==> src/rtl/acpm_pkg.sv <==
package acpm_pkg;

    // APB register file geometry
    localparam int PADDR_W = 4;
    localparam int PDATA_W = 32;

    // Output field width
    localparam int PULSE_W = 16;
    localparam int PULSE_MAX = 65535;

    // RC pulse anchor values in microseconds
    typedef logic [10:0] t_rc;
    localparam t_rc RC_LOW  = 11'd1000;
    localparam t_rc RC_MID  = 11'd1500;
    localparam t_rc RC_HIGH = 11'd2000;

    // Pulse span of one segment and the bits it takes
    localparam int RC_SPAN   = 500;
    localparam int SPAN_BITS = 9;

    // Axis source codes
    typedef enum logic [1:0] {
        MODE_OFF     = 2'd0,
        MODE_ANALOG  = 2'd1,
        MODE_DIGITAL = 2'd2
    } t_mode;

    // Register indexes on paddr[3:2]
    typedef enum logic [1:0] {
        REG_MODE   = 2'd0,
        REG_LOW    = 2'd1,
        REG_CENTER = 2'd2,
        REG_HIGH   = 2'd3
    } t_reg_idx;

    // Sideband that rides along with each beat through the pipeline
    typedef struct packed {
        logic kill;   // quotient forced to zero, result is start
        logic qneg;   // quotient is negative
        t_rc  start;  // segment start value or fixed center result
    } t_meta;

endpackage

==> src/rtl/axis_calibrated_pulse_map.sv <==
// Channel   | Ports                                            | Beat taken when
// ----------+--------------------------------------------------+----------------------------
// sample in | start, busy, i_analog_sample, i_digital_level    | start && !busy
// pulse out | o_valid, o_pulse_width                           | o_valid (one cycle)
// config    | psel, penable, pwrite, paddr, pwdata, prdata,    | psel && penable && pwrite
//           | pready                                           |
//
// One sample enters every cycle while busy is low; its pulse passes through two setup
// stages, one stage per quotient bit of the restoring divider (SAMPLE_BITS + 9 bits),
// and one clamp stage.
// Reset is synchronous and active low; it empties the pipeline and holds busy high.
// The receiver cannot stall, so busy is never raised outside reset.
module axis_calibrated_pulse_map
    import acpm_pkg::*;
#(
    parameter int SAMPLE_BITS = 12
) (
    input  logic                   i_clk,
    input  logic                   i_rst_n,
    input  logic                   start,
    output logic                   busy,
    input  logic [SAMPLE_BITS-1:0] i_analog_sample,
    input  logic                   i_digital_level,
    output logic                   o_valid,
    output logic [PULSE_W-1:0]     o_pulse_width,
    input  logic                   psel,
    input  logic                   penable,
    input  logic                   pwrite,
    input  logic [PADDR_W-1:0]     paddr,
    input  logic [PDATA_W-1:0]     pwdata,
    output logic [PDATA_W-1:0]     prdata,
    output logic                   pready
);

    localparam int QW  = SAMPLE_BITS + SPAN_BITS;
    localparam int LAT = QW + 3;

    logic [1:0]             cfg_mode;
    logic [SAMPLE_BITS-1:0] cfg_low, cfg_center, cfg_high;
    logic                   take;

    // Divider chain taps
    logic                   d_valid [QW+1];
    t_meta                  d_meta  [QW+1];
    logic [SAMPLE_BITS-1:0] d_den   [QW+1];
    logic [SAMPLE_BITS-1:0] d_rem   [QW+1];
    logic [QW-1:0]          d_work  [QW+1];

    assign busy = !i_rst_n;
    assign take = start && !busy;

    acpm_regs #(
        .SAMPLE_BITS (SAMPLE_BITS)
    ) u_regs (
        .i_clk    (i_clk),
        .i_rst_n  (i_rst_n),
        .psel     (psel),
        .penable  (penable),
        .pwrite   (pwrite),
        .paddr    (paddr),
        .pwdata   (pwdata),
        .prdata   (prdata),
        .pready   (pready),
        .o_mode   (cfg_mode),
        .o_low    (cfg_low),
        .o_center (cfg_center),
        .o_high   (cfg_high)
    );

    acpm_prep #(
        .SAMPLE_BITS (SAMPLE_BITS),
        .QW          (QW)
    ) u_prep (
        .i_clk           (i_clk),
        .i_rst_n         (i_rst_n),
        .i_valid         (take),
        .i_analog_sample (i_analog_sample),
        .i_digital_level (i_digital_level),
        .i_mode          (cfg_mode),
        .i_low           (cfg_low),
        .i_center        (cfg_center),
        .i_high          (cfg_high),
        .o_valid         (d_valid[0]),
        .o_meta          (d_meta[0]),
        .o_den           (d_den[0]),
        .o_num           (d_work[0])
    );

    assign d_rem[0] = '0;

    // One quotient bit per stage, most significant first
    for (genvar g = 0; g < QW; g++) begin : g_div
        acpm_div_stage #(
            .DW (SAMPLE_BITS),
            .QW (QW)
        ) u_stage (
            .i_clk   (i_clk),
            .i_rst_n (i_rst_n),
            .i_valid (d_valid[g]),
            .i_meta  (d_meta[g]),
            .i_den   (d_den[g]),
            .i_rem   (d_rem[g]),
            .i_work  (d_work[g]),
            .o_valid (d_valid[g+1]),
            .o_meta  (d_meta[g+1]),
            .o_den   (d_den[g+1]),
            .o_rem   (d_rem[g+1]),
            .o_work  (d_work[g+1])
        );
    end

    acpm_post #(
        .QW (QW)
    ) u_post (
        .i_clk         (i_clk),
        .i_rst_n       (i_rst_n),
        .i_valid       (d_valid[QW]),
        .i_meta        (d_meta[QW]),
        .i_quot        (d_work[QW]),
        .o_valid       (o_valid),
        .o_pulse_width (o_pulse_width)
    );

    // Every output beat traces back to a sample taken a fixed latency earlier
    a_out_has_source: assert property (@(posedge i_clk) disable iff (!i_rst_n)
        o_valid |-> $past(take, LAT))
        else $error("output beat without a matching input beat");

endmodule

==> src/rtl/acpm_regs.sv <==
module acpm_regs
    import acpm_pkg::*;
#(
    parameter int SAMPLE_BITS = 12
) (
    input  logic                   i_clk,
    input  logic                   i_rst_n,
    input  logic                   psel,
    input  logic                   penable,
    input  logic                   pwrite,
    input  logic [PADDR_W-1:0]     paddr,
    input  logic [PDATA_W-1:0]     pwdata,
    output logic [PDATA_W-1:0]     prdata,
    output logic                   pready,
    output logic [1:0]             o_mode,
    output logic [SAMPLE_BITS-1:0] o_low,
    output logic [SAMPLE_BITS-1:0] o_center,
    output logic [SAMPLE_BITS-1:0] o_high
);

    localparam logic [SAMPLE_BITS-1:0] CENTER_RST = SAMPLE_BITS'(2048);
    localparam logic [SAMPLE_BITS-1:0] HIGH_RST   = SAMPLE_BITS'(4095);

    logic [1:0]             r_mode;
    logic [SAMPLE_BITS-1:0] r_low;
    logic [SAMPLE_BITS-1:0] r_center;
    logic [SAMPLE_BITS-1:0] r_high;
    logic                   wr_en;
    t_reg_idx               idx;

    assign pready = 1'b1;
    assign wr_en  = psel && penable && pwrite;
    assign idx    = t_reg_idx'(paddr[3:2]);

    // Write the addressed register on the access beat
    always_ff @(posedge i_clk) begin
        if (!i_rst_n) begin
            r_mode   <= MODE_OFF;
            r_low    <= '0;
            r_center <= CENTER_RST;
            r_high   <= HIGH_RST;
        end else if (wr_en) begin
            unique case (idx)
                REG_MODE:   r_mode   <= pwdata[1:0];
                REG_LOW:    r_low    <= pwdata[SAMPLE_BITS-1:0];
                REG_CENTER: r_center <= pwdata[SAMPLE_BITS-1:0];
                REG_HIGH:   r_high   <= pwdata[SAMPLE_BITS-1:0];
            endcase
        end
    end

    // Read back the addressed register
    always_comb begin
        unique case (idx)
            REG_MODE:   prdata = PDATA_W'(r_mode);
            REG_LOW:    prdata = PDATA_W'(r_low);
            REG_CENTER: prdata = PDATA_W'(r_center);
            REG_HIGH:   prdata = PDATA_W'(r_high);
        endcase
    end

    assign o_mode   = r_mode;
    assign o_low    = r_low;
    assign o_center = r_center;
    assign o_high   = r_high;

endmodule

==> src/rtl/acpm_prep.sv <==
module acpm_prep
    import acpm_pkg::*;
#(
    parameter int SAMPLE_BITS = 12,
    parameter int QW          = SAMPLE_BITS + SPAN_BITS
) (
    input  logic                   i_clk,
    input  logic                   i_rst_n,
    input  logic                   i_valid,
    input  logic [SAMPLE_BITS-1:0] i_analog_sample,
    input  logic                   i_digital_level,
    input  logic [1:0]             i_mode,
    input  logic [SAMPLE_BITS-1:0] i_low,
    input  logic [SAMPLE_BITS-1:0] i_center,
    input  logic [SAMPLE_BITS-1:0] i_high,
    output logic                   o_valid,
    output t_meta                  o_meta,
    output logic [SAMPLE_BITS-1:0] o_den,
    output logic [QW-1:0]          o_num
);

    localparam int N = SAMPLE_BITS;

    // Stage A: pick reading, pick segment, form offsets
    logic [N-1:0]        ax;
    logic                neg_slope;
    logic                lower;
    logic signed [N:0]   sx, slo, smid, shi;
    logic signed [N:0]   n_a_diff, n_a_span;
    t_meta               n_a_meta;
    logic                r_a_valid;
    logic signed [N:0]   r_a_diff, r_a_span;
    t_meta               r_a_meta;

    always_comb begin
        if (i_mode == MODE_ANALOG) begin
            ax = i_analog_sample;
        end else if (i_mode == MODE_DIGITAL) begin
            ax = N'(i_digital_level);
        end else begin
            ax = '0;
        end
        neg_slope = i_low > i_high;
        lower     = neg_slope ? (ax > i_center) : (ax < i_center);
        sx        = $signed({1'b0, ax});
        slo       = $signed({1'b0, i_low});
        smid      = $signed({1'b0, i_center});
        shi       = $signed({1'b0, i_high});

        n_a_meta.qneg = 1'b0;
        priority if (ax == i_center) begin
            n_a_diff       = '0;
            n_a_span       = '0;
            n_a_meta.kill  = 1'b1;
            if (i_low == i_center) begin
                n_a_meta.start = RC_LOW;
            end else if (i_high == i_center) begin
                n_a_meta.start = RC_HIGH;
            end else begin
                n_a_meta.start = RC_MID;
            end
        end else if (lower) begin
            n_a_diff       = sx - slo;
            n_a_span       = smid - slo;
            n_a_meta.kill  = (i_low == i_center);
            n_a_meta.start = RC_LOW;
        end else begin
            n_a_diff       = sx - smid;
            n_a_span       = shi - smid;
            n_a_meta.kill  = (i_high == i_center);
            n_a_meta.start = RC_MID;
        end
    end

    always_ff @(posedge i_clk) begin
        if (!i_rst_n) begin
            r_a_valid <= 1'b0;
        end else begin
            r_a_valid <= i_valid;
        end
    end

    always_ff @(posedge i_clk) begin
        r_a_diff <= n_a_diff;
        r_a_span <= n_a_span;
        r_a_meta <= n_a_meta;
    end

    // Stage B: take magnitudes, scale offset by the pulse span RC_SPAN
    logic signed [N:0] neg_diff, neg_span;
    logic [N-1:0]      mag_diff, mag_span;
    logic [QW-1:0]     n_b_num;
    t_meta             n_b_meta;
    logic              r_b_valid;
    logic [N-1:0]      r_b_den;
    logic [QW-1:0]     r_b_num;
    t_meta             r_b_meta;

    always_comb begin
        neg_diff      = -r_a_diff;
        neg_span      = -r_a_span;
        mag_diff      = r_a_diff[N] ? neg_diff[N-1:0] : r_a_diff[N-1:0];
        mag_span      = r_a_span[N] ? neg_span[N-1:0] : r_a_span[N-1:0];
        n_b_num       = QW'(mag_diff) * QW'(RC_SPAN);
        n_b_meta      = r_a_meta;
        n_b_meta.qneg = r_a_diff[N] ^ r_a_span[N];
    end

    always_ff @(posedge i_clk) begin
        if (!i_rst_n) begin
            r_b_valid <= 1'b0;
        end else begin
            r_b_valid <= r_a_valid;
        end
    end

    always_ff @(posedge i_clk) begin
        r_b_den  <= mag_span;
        r_b_num  <= n_b_num;
        r_b_meta <= n_b_meta;
    end

    assign o_valid = r_b_valid;
    assign o_meta  = r_b_meta;
    assign o_den   = r_b_den;
    assign o_num   = r_b_num;

endmodule

==> src/rtl/acpm_div_stage.sv <==
module acpm_div_stage
    import acpm_pkg::*;
#(
    parameter int DW = 12,
    parameter int QW = 21
) (
    input  logic          i_clk,
    input  logic          i_rst_n,
    input  logic          i_valid,
    input  t_meta         i_meta,
    input  logic [DW-1:0] i_den,
    input  logic [DW-1:0] i_rem,
    input  logic [QW-1:0] i_work,
    output logic          o_valid,
    output t_meta         o_meta,
    output logic [DW-1:0] o_den,
    output logic [DW-1:0] o_rem,
    output logic [QW-1:0] o_work
);

    logic [DW:0]   trial;
    logic [DW:0]   diff;
    logic          ge;
    logic [DW-1:0] n_rem;
    logic [QW-1:0] n_work;

    logic          r_valid;
    t_meta         r_meta;
    logic [DW-1:0] r_den;
    logic [DW-1:0] r_rem;
    logic [QW-1:0] r_work;

    // Shift in the next dividend bit, subtract when it fits, shift in quotient bit
    always_comb begin
        trial  = {i_rem, i_work[QW-1]};
        diff   = trial - {1'b0, i_den};
        ge     = !diff[DW];
        n_rem  = ge ? diff[DW-1:0] : trial[DW-1:0];
        n_work = {i_work[QW-2:0], ge};
    end

    always_ff @(posedge i_clk) begin
        if (!i_rst_n) begin
            r_valid <= 1'b0;
        end else begin
            r_valid <= i_valid;
        end
    end

    always_ff @(posedge i_clk) begin
        r_meta <= i_meta;
        r_den  <= i_den;
        r_rem  <= n_rem;
        r_work <= n_work;
    end

    assign o_valid = r_valid;
    assign o_meta  = r_meta;
    assign o_den   = r_den;
    assign o_rem   = r_rem;
    assign o_work  = r_work;

    // Partial remainder stays below the divisor on live divisions
    a_rem_below_den: assert property (@(posedge i_clk) disable iff (!i_rst_n)
        (r_valid && !r_meta.kill) |-> (r_rem < r_den))
        else $error("partial remainder not below divisor");

endmodule

==> src/rtl/acpm_post.sv <==
module acpm_post
    import acpm_pkg::*;
#(
    parameter int QW = 21
) (
    input  logic               i_clk,
    input  logic               i_rst_n,
    input  logic               i_valid,
    input  t_meta              i_meta,
    input  logic [QW-1:0]      i_quot,
    output logic               o_valid,
    output logic [PULSE_W-1:0] o_pulse_width
);

    localparam int SW = QW + 2;

    logic signed [SW-1:0] sq;
    logic signed [SW-1:0] sval;
    logic signed [SW-1:0] sstart;
    logic signed [SW-1:0] sum;
    logic [PULSE_W-1:0]   n_pulse;

    logic                 r_valid;
    logic [PULSE_W-1:0]   r_pulse;

    // Apply sign, add segment start, clamp to the pulse range
    always_comb begin
        sq     = i_meta.kill ? '0 : $signed({2'b00, i_quot});
        sval   = i_meta.qneg ? -sq : sq;
        sstart = $signed({{(SW - $bits(t_rc)){1'b0}}, i_meta.start});
        sum    = sval + sstart;
        priority if (sum[SW-1]) begin
            n_pulse = '0;
        end else if (sum > $signed(SW'(PULSE_MAX))) begin
            n_pulse = PULSE_W'(PULSE_MAX);
        end else begin
            n_pulse = sum[PULSE_W-1:0];
        end
    end

    always_ff @(posedge i_clk) begin
        if (!i_rst_n) begin
            r_valid <= 1'b0;
        end else begin
            r_valid <= i_valid;
        end
    end

    always_ff @(posedge i_clk) begin
        r_pulse <= n_pulse;
    end

    assign o_valid       = r_valid;
    assign o_pulse_width = r_pulse;

    // A killed quotient yields exactly the carried start value
    a_kill_gives_start: assert property (@(posedge i_clk) disable iff (!i_rst_n)
        (r_valid && $past(i_meta.kill))
            |-> (r_pulse == PULSE_W'($past(i_meta.start))))
        else $error("fixed result differs from carried start value");

endmodule
==> config.mk <==
export PLATFORM = sky130hd
export DESIGN_NAME = axis_calibrated_pulse_map
export DESIGN_NICKNAME = d
export VERILOG_FILES = /design/src/rtl/acpm_pkg.sv /design/src/rtl/axis_calibrated_pulse_map.sv /design/src/rtl/acpm_regs.sv /design/src/rtl/acpm_prep.sv /design/src/rtl/acpm_div_stage.sv /design/src/rtl/acpm_post.sv
export SDC_FILE = /design/constraint.sdc
export NUM_CORES = 2
export LEC_CHECK = 0
export BUFFER_PORTS_ARGS = -buffer_cell sky130_fd_sc_hd__buf_2
export CAP_MARGIN = 10
export CELL_PAD_IN_SITES_DETAIL_PLACEMENT = 0
export CELL_PAD_IN_SITES_GLOBAL_PLACEMENT = 1
export CORE_MARGIN = 3
export CORE_UTILIZATION = 54
export DETAILED_ROUTE_END_ITERATION = 8
export PLACE_DENSITY_LB_ADDON = 0.05
export RECOVER_POWER = 50
export SYNTH_ARGS = -nofsm -noshare
export SYNTH_HDL_FRONTEND = slang
export SYNTH_SLANG_ARGS = --single-unit
==> constraint.sdc <==
create_clock -name i_clk -period 8.4 [get_ports i_clk]
set_input_delay 0.84 -clock i_clk [delete_from_list [all_inputs] [get_ports i_clk]]
set_output_delay 0.84 -clock i_clk [all_outputs]
set_load 0.02 [all_outputs]
Word-level counts from Yosys, hierarchy flattened
Cells that the tools add are included.

word-level totals
  bits in registers = 1315
  input bits = 55
  output and inout bits = 51
  logic and storage cells = 273

cells by class
  add/sub/neg operators = 29
  multiply operators = 1
  order comparisons = 4
  eq/ne operators = 8
  muxes and demuxes = 36
  bitwise logic cells = 1
  reduce and logical (&&, ||, !) cells = 30

operators by type and width
  cell                                                             count
  two-way mux 12 bit                                               22
  subtractor 13 x 12 -> 13 bit                                     20
  case mux 32 bit (4 select lines)                                 1
  subtractor 12 x 12 -> 13 bit                                     4
  equality test 12 bit                                             3
  two-way mux 11 bit                                               3
  two-way mux 13 bit                                               2
  greater-than comparator 12 bit                                   2
  negator 12 bit                                                   2
  adder 23 x 12 -> 23 bit                                          1
  greater-than comparator 23 x 17 -> 1 bit, second input constant  1
  two-way mux 23 bit                                               1
  negator 23 bit                                                   1
  zero test 1 bit                                                  22
  two-way mux 21 bit                                               1
  multiplier 12 x 7 -> 19 bit, second input constant               1
  two-way mux 16 bit                                               1
  subtractor 1 x 12 -> 13 bit                                      1
  < comparator 12 bit                                              1
  two-way mux 10 bit                                               1
  AND reduction 2 bit                                              4
  equality test 2 bit, second input constant                       3
  equality test 2 x 1 -> 1 bit, second input constant              2
  two-way mux 1 bit                                                4
  other kinds (3)                                                  5

Depth between registers and ports, before layout
  word-level depth = 7
  depth in mapped cells = 21
  mapped depth without buffers = 21

Modules after synthesis
Synthesis repeated with hierarchy kept, for this count alone.

unflattened totals
  cells, all modules = 4882
  area total of the unflattened synthesis = 55070.3 sq um

modules (own cells, without submodules)
  module                     times used  cells each  area an instance (sq um)  seq. area each (sq um)
  acpm_div_stage             21          169         2080.7                    1181.1
  acpm_prep                  1           844         7270.7                    1441.4
  acpm_post                  1           276         2117.0                    340.3
  acpm_regs                  1           210         1973.1                    760.7
  axis_calibrated_pulse_map  1           3           13.8                      0.0

Worst setup path after synthesis
OpenSTA, ideal clock, no wires.

  path type = flip-flop to flip-flop
  start = register u_prep.r_a_diff[0]
  end = register u_prep.r_b_num[18], in the netlist u_prep.o_num[18]
  arrival = 5028 ps
  required time = 8328 ps
  path slack = 3299 ps
  stages on the path, launching flop included = 19
  period minus slack after synthesis = 5101 ps
  path through = dfxtp_1 > or3_1 > or4_1 > o21ai_0 > xnor2_1 > fa_1 > inv_1 > fa_1 > fa_1 > inv_1 > fa_1 > ha_1 > and2_1 > a31o_2 > nor2_1 > nand2_1 > a41o_1 > a21oi_1 > xnor2_1

on the way
  cells in the longest elaborated chain, start to end = 3

RTL lines
  what                           line              text
  start: declaration             acpm_prep.sv:32   logic signed [N:0] r_a_diff, r_a_span;
  start signal: assignment       acpm_prep.sv:84   r_a_diff <= n_a_diff;
  negator 12 bit                 acpm_prep.sv:100  neg_diff = -r_a_diff;
  two-way mux 12 bit *           acpm_prep.sv:102  mag_diff = r_a_diff[N] ? neg_diff[N-1:0] : r_a_diff[N-1:0];
  multiplier 12 x 7 -> 19 bit *  acpm_prep.sv:104  n_b_num = QW'(mag_diff) * QW'(RC_SPAN);
  named net u_prep.n_b_num[18]   acpm_prep.sv:92   logic [QW-1:0] n_b_num;
  end signal: assignment         acpm_prep.sv:119  r_b_num <= n_b_num;
  end: declaration               acpm_prep.sv:96   logic [QW-1:0] r_b_num;

The timed path passes the listed nets; every way through them passes the cells marked *.
A chain may end at the register's enable or synchronous reset.

Final worst setup path
Same ends and word-level chain as after synthesis.

==> qor.txt <==
Setup crit end kind: register
Clock Tree Buf Depth: 3
Layout cell share with drive strength beyond 1: 12.0%
CTS root buf: clkbuf_16
Largest net degree at the start of global routing: 39
CP peak stage delay: 550 ps
Final ANT Viol Nets: 0
Synth area leaders: dfxtp_1 (53%), ha_1 (10%), mux2_2 (4.3%)
RSZ-0062 raised after global routing: no
Crit-path cells: or3_1, or4_1, o21ai_0, xnor2_1, fa_1, inv_1, fa_1, fa_1, inv_1, fa_1, ha_1, and2_1, a31o_2, nor2_1, nand2_1, a41o_1, a21oi_1, xnor2_1
Crit path time final: 5590 ps
Antenna cells: 0
Fmax: 0.179 GHz
Drc violations: 0
Main synth FF type: dfxtp_1
Core footprint: 0.0811 sq mm
Final Instance Count excl. Fillers: 5379
Mapped cell area: 0.0445 sq mm
Area grow syn2layout: 12.4%
Starting Density: 54.9%
R2r worst-path depth: 18
FF+latch area: 0.0236 sq mm
Slew of the pin with the lowest slew margin: 1080 ps
Fin nets: 4699
Status: completed
Die Width: 293 microns
Count of final setup violators: 0
Max_slew headroom: 28.0%
Drt via density: 4.97
Synth Instances: 4089
Final Skew: 35.8 ps
RR Endpoint: u_prep.o_num[18]
Filler cell count in the final layout: 6673
Post-synth top cells: dfxtp_1 (1177), inv_1 (442), ha_1 (355)
Fin. max-slew vios: 0
Drt wl/cell: 14.8 microns
Initial DRC Count: 963
Port Buf Inserts: 62
DRT Pass-1 Iters: 5
Yosys reg bits: 1177
DRT Wirelength: 79500 microns
Post-CTS setup buffers: 0
Initial antenna violation count: 2
Vias in the first global route: 26912
Gpl congestion: 0.831
CP Class: register to register
Synth warnings: 0
Flop-to-flop setup slack: 2810 ps
Max-cap violations: 0
Worst r2r src: u_prep.r_a_diff[0]
Final Hold Viols: 0
Worst skew pair latency: 690 ps
Number of cell rows: 104
Most frequent cell on the critical path: fa_1
Setup TNS: 0 ps
CTS tree: yes
Congestion Overflow GR: 0
Hold path start: g_div[0].u_stage.o_work[17]
Critical path origin: u_prep.r_a_diff[0]
Min-Delay Path Class: register to register
Via count: 26755
Area of the multi-input gates: 0.0191 sq mm
Crit-path max FO: 6
Async set-reset flop share out of synthesis: 0%
Most frequent cell after synthesis: dfxtp_1
Sequential area share after synthesis: 52.9%
Unique cell type count in the Yosys netlist: 83
CP max-delay cell: fa_1
Die Height: 293 microns
Post-synth EDFFs: 0
Top cell type's share of synthesized area: 52.9%
PD cells: 466 mW/mm^2
Synth Area per Inst: 10.9 sq um
GRT Resource Usage Total: 18.7%
Post-cts sizing count: 0
CTS clk-pin slew, worst paths: 60 ps
First-pass GRT wire length: 132000 microns
Part of the cycle the worst path needs: 66.5%
Leak pwr: 21.9 nW
Post-DP HPWL: 59400 microns
Num CTS Buffers: 113
Maximum vdd drop: 0.517 mV
Cell taking the most area after synthesis: dfxtp_1
Setup crit start kind: register
Min-Delay Path Depth: 0
Worst EP required: 8990 ps
Placed Cells: 5172
Die ar.: 0.0860 sq mm
Io pins: 106
Hold buffer count at CTS: 0
CP arrival: 6180 ps
Clock sinks: 1177
H-Tree Depth: 3
WHS Endpoint: g_div[1].u_stage.o_work[18]
[kinds of logic after synthesis]
kind of cell,count (synthesis),share of synthesized area (%)
buffers and inverters,521,4.61
adders and majority gates,417,12.8
muxes,260,6.38
DFF,1177,52.9
other,2,0.0169
AOI/OAI and AO/OA,568,8.57
xor gates and xnor gates,231,4.54
and+or+nand+nor,913,10.2
[worst max-delay path by stage]
stage | slack (ps) | to | cells past startpoint
floorplan | 3300 | u_prep.o_num[18] | 18
global placement | 2770 | u_prep.o_num[20] | 18
detailed placement | 2840 | u_prep.o_num[18] | 18
CTS | 2760 | u_prep.o_num[20] | 18
global route | 2400 | u_prep.o_num[19] | 17
finish | 2810 | u_prep.o_num[18] | 18
[placed cells by master (no fill, tap or decap), types with 14 or more instances in the layout]
| master | netlist | final |
|---|---|---|
| dfxtp_1 | 1177 | 1177 |
| inv_1 | 442 | 442 |
| ha_1 | 355 | 355 |
| nor2_1 | 278 | 278 |
| xnor2_1 | 177 | 177 |
| mux2_2 | 171 | 171 |
| nand2_1 | 164 | 164 |
| a21oi_1 | 130 | 130 |
| clkbuf_16 | 0 | 113 |
| nor3_1 | 111 | 111 |
| o21ai_0 | 108 | 108 |
| o21a_1 | 93 | 93 |
| mux2i_1 | 87 | 86 |
| nor2b_1 | 72 | 72 |
| or3_1 | 69 | 69 |
| fa_1 | 62 | 62 |
| buf_2 | 1 | 62 |
| or2_2 | 49 | 49 |
| xor2_1 | 54 | 47 |
| and2_1 | 43 | 43 |
| a21boi_0 | 40 | 40 |
| o211ai_1 | 32 | 32 |
| o211a_1 | 31 | 31 |
| nand2b_1 | 27 | 27 |
| conb_1 | 2 | 26 |
| a21o_1 | 22 | 22 |
| clkbuf_1 | 49 | 22 |
| clkbuf_8 | 0 | 21 |
| nand3_1 | 19 | 19 |
| nand4_1 | 17 | 17 |
| clkinv_2 | 0 | 17 |
| o31ai_1 | 16 | 16 |
| buf_4 | 21 | 15 |
| a31oi_1 | 14 | 14 |
| nor4_1 | 15 | 14 |
| bufinv_16 | 0 | 14 |
[routing by layer]
metal	vias to the layer above	track usage, %	wire, microns
met3	147	3.11	2780
met1	12342	22.4	35100
li1	13945	-	-
met2	319	34.1	39300
met5	-	0	13
met4	2	6.12	2310
[state kept, by name, summed over array words and instances (netlist names), 2 cells and up]
name / cells
u_regs.o_low: 12
g_div.u_stage.o_rem: 240
g_div.u_stage.o_valid: 21
g_div.u_stage.o_meta: 147
u_regs.o_high: 12
u_prep.o_num: 19
u_prep.n_b_meta: 6
u_regs.o_mode: 2
g_div.u_stage.o_work: 402
u_prep.o_meta: 7
u_prep.r_a_diff: 13
u_regs.o_center: 12
u_prep.o_den: 12
u_prep.r_a_span: 13
g_div.u_stage.o_den: 240
u_post.o_pulse_width: 16
[worst max-delay path: cells and delay by family (launching register included)]
| kind | cells | cell delay, ps |
|---|---|---|
| adders and majority gates | 5 | 2340 |
| and+or+nand+nor | 5 | 1240 |
| AOI/OAI and AO/OA | 4 | 870 |
| xor gates and xnor gates | 2 | 560 |
| DFF | 1 | 370 |
| buffers and inverters | 2 | 140 |
[final cells by class]
cell class                      instances  area share [%]
Clock inverter                         51            1.57
Timing Repair Buffer                   77           0.845
Tap cell                             1060            2.65
Sequential cell                      1177            47.1
Inverter                              443            3.32
Multi-Input combinational cell       2415            38.1
Clock buffer                          156            6.39
[stage by stage]
step | worst slack, ps | hold WS (ps) | power, W | util, % | area [sq um]
2_1_floorplan | 3300 | 310 | 0.0160 | - | 44600
3_3_place_gp | 2770 | 310 | 0.0182 | 56.8 | 46100
3_5_place_dp | 2840 | 312 | 0.0182 | 56.8 | 46100
4_1_cts | 2760 | 304 | 0.0237 | 61.7 | 50000
5_1_grt | 2400 | 312 | 0.0251 | 61.7 | 50000
6_report | 2810 | 306 | 0.0233 | 61.7 | 50000
[where the power goes]
group	total (W)	switching, W	internal (W)
clock network	0.00525	0.00213	0.00312
logic	0.00980	0.00493	0.00487
registers	0.00826	0.000762	0.00750
total	0.0233	0.00782	0.0155
Note: power is estimated with default switching activity, not from simulation.
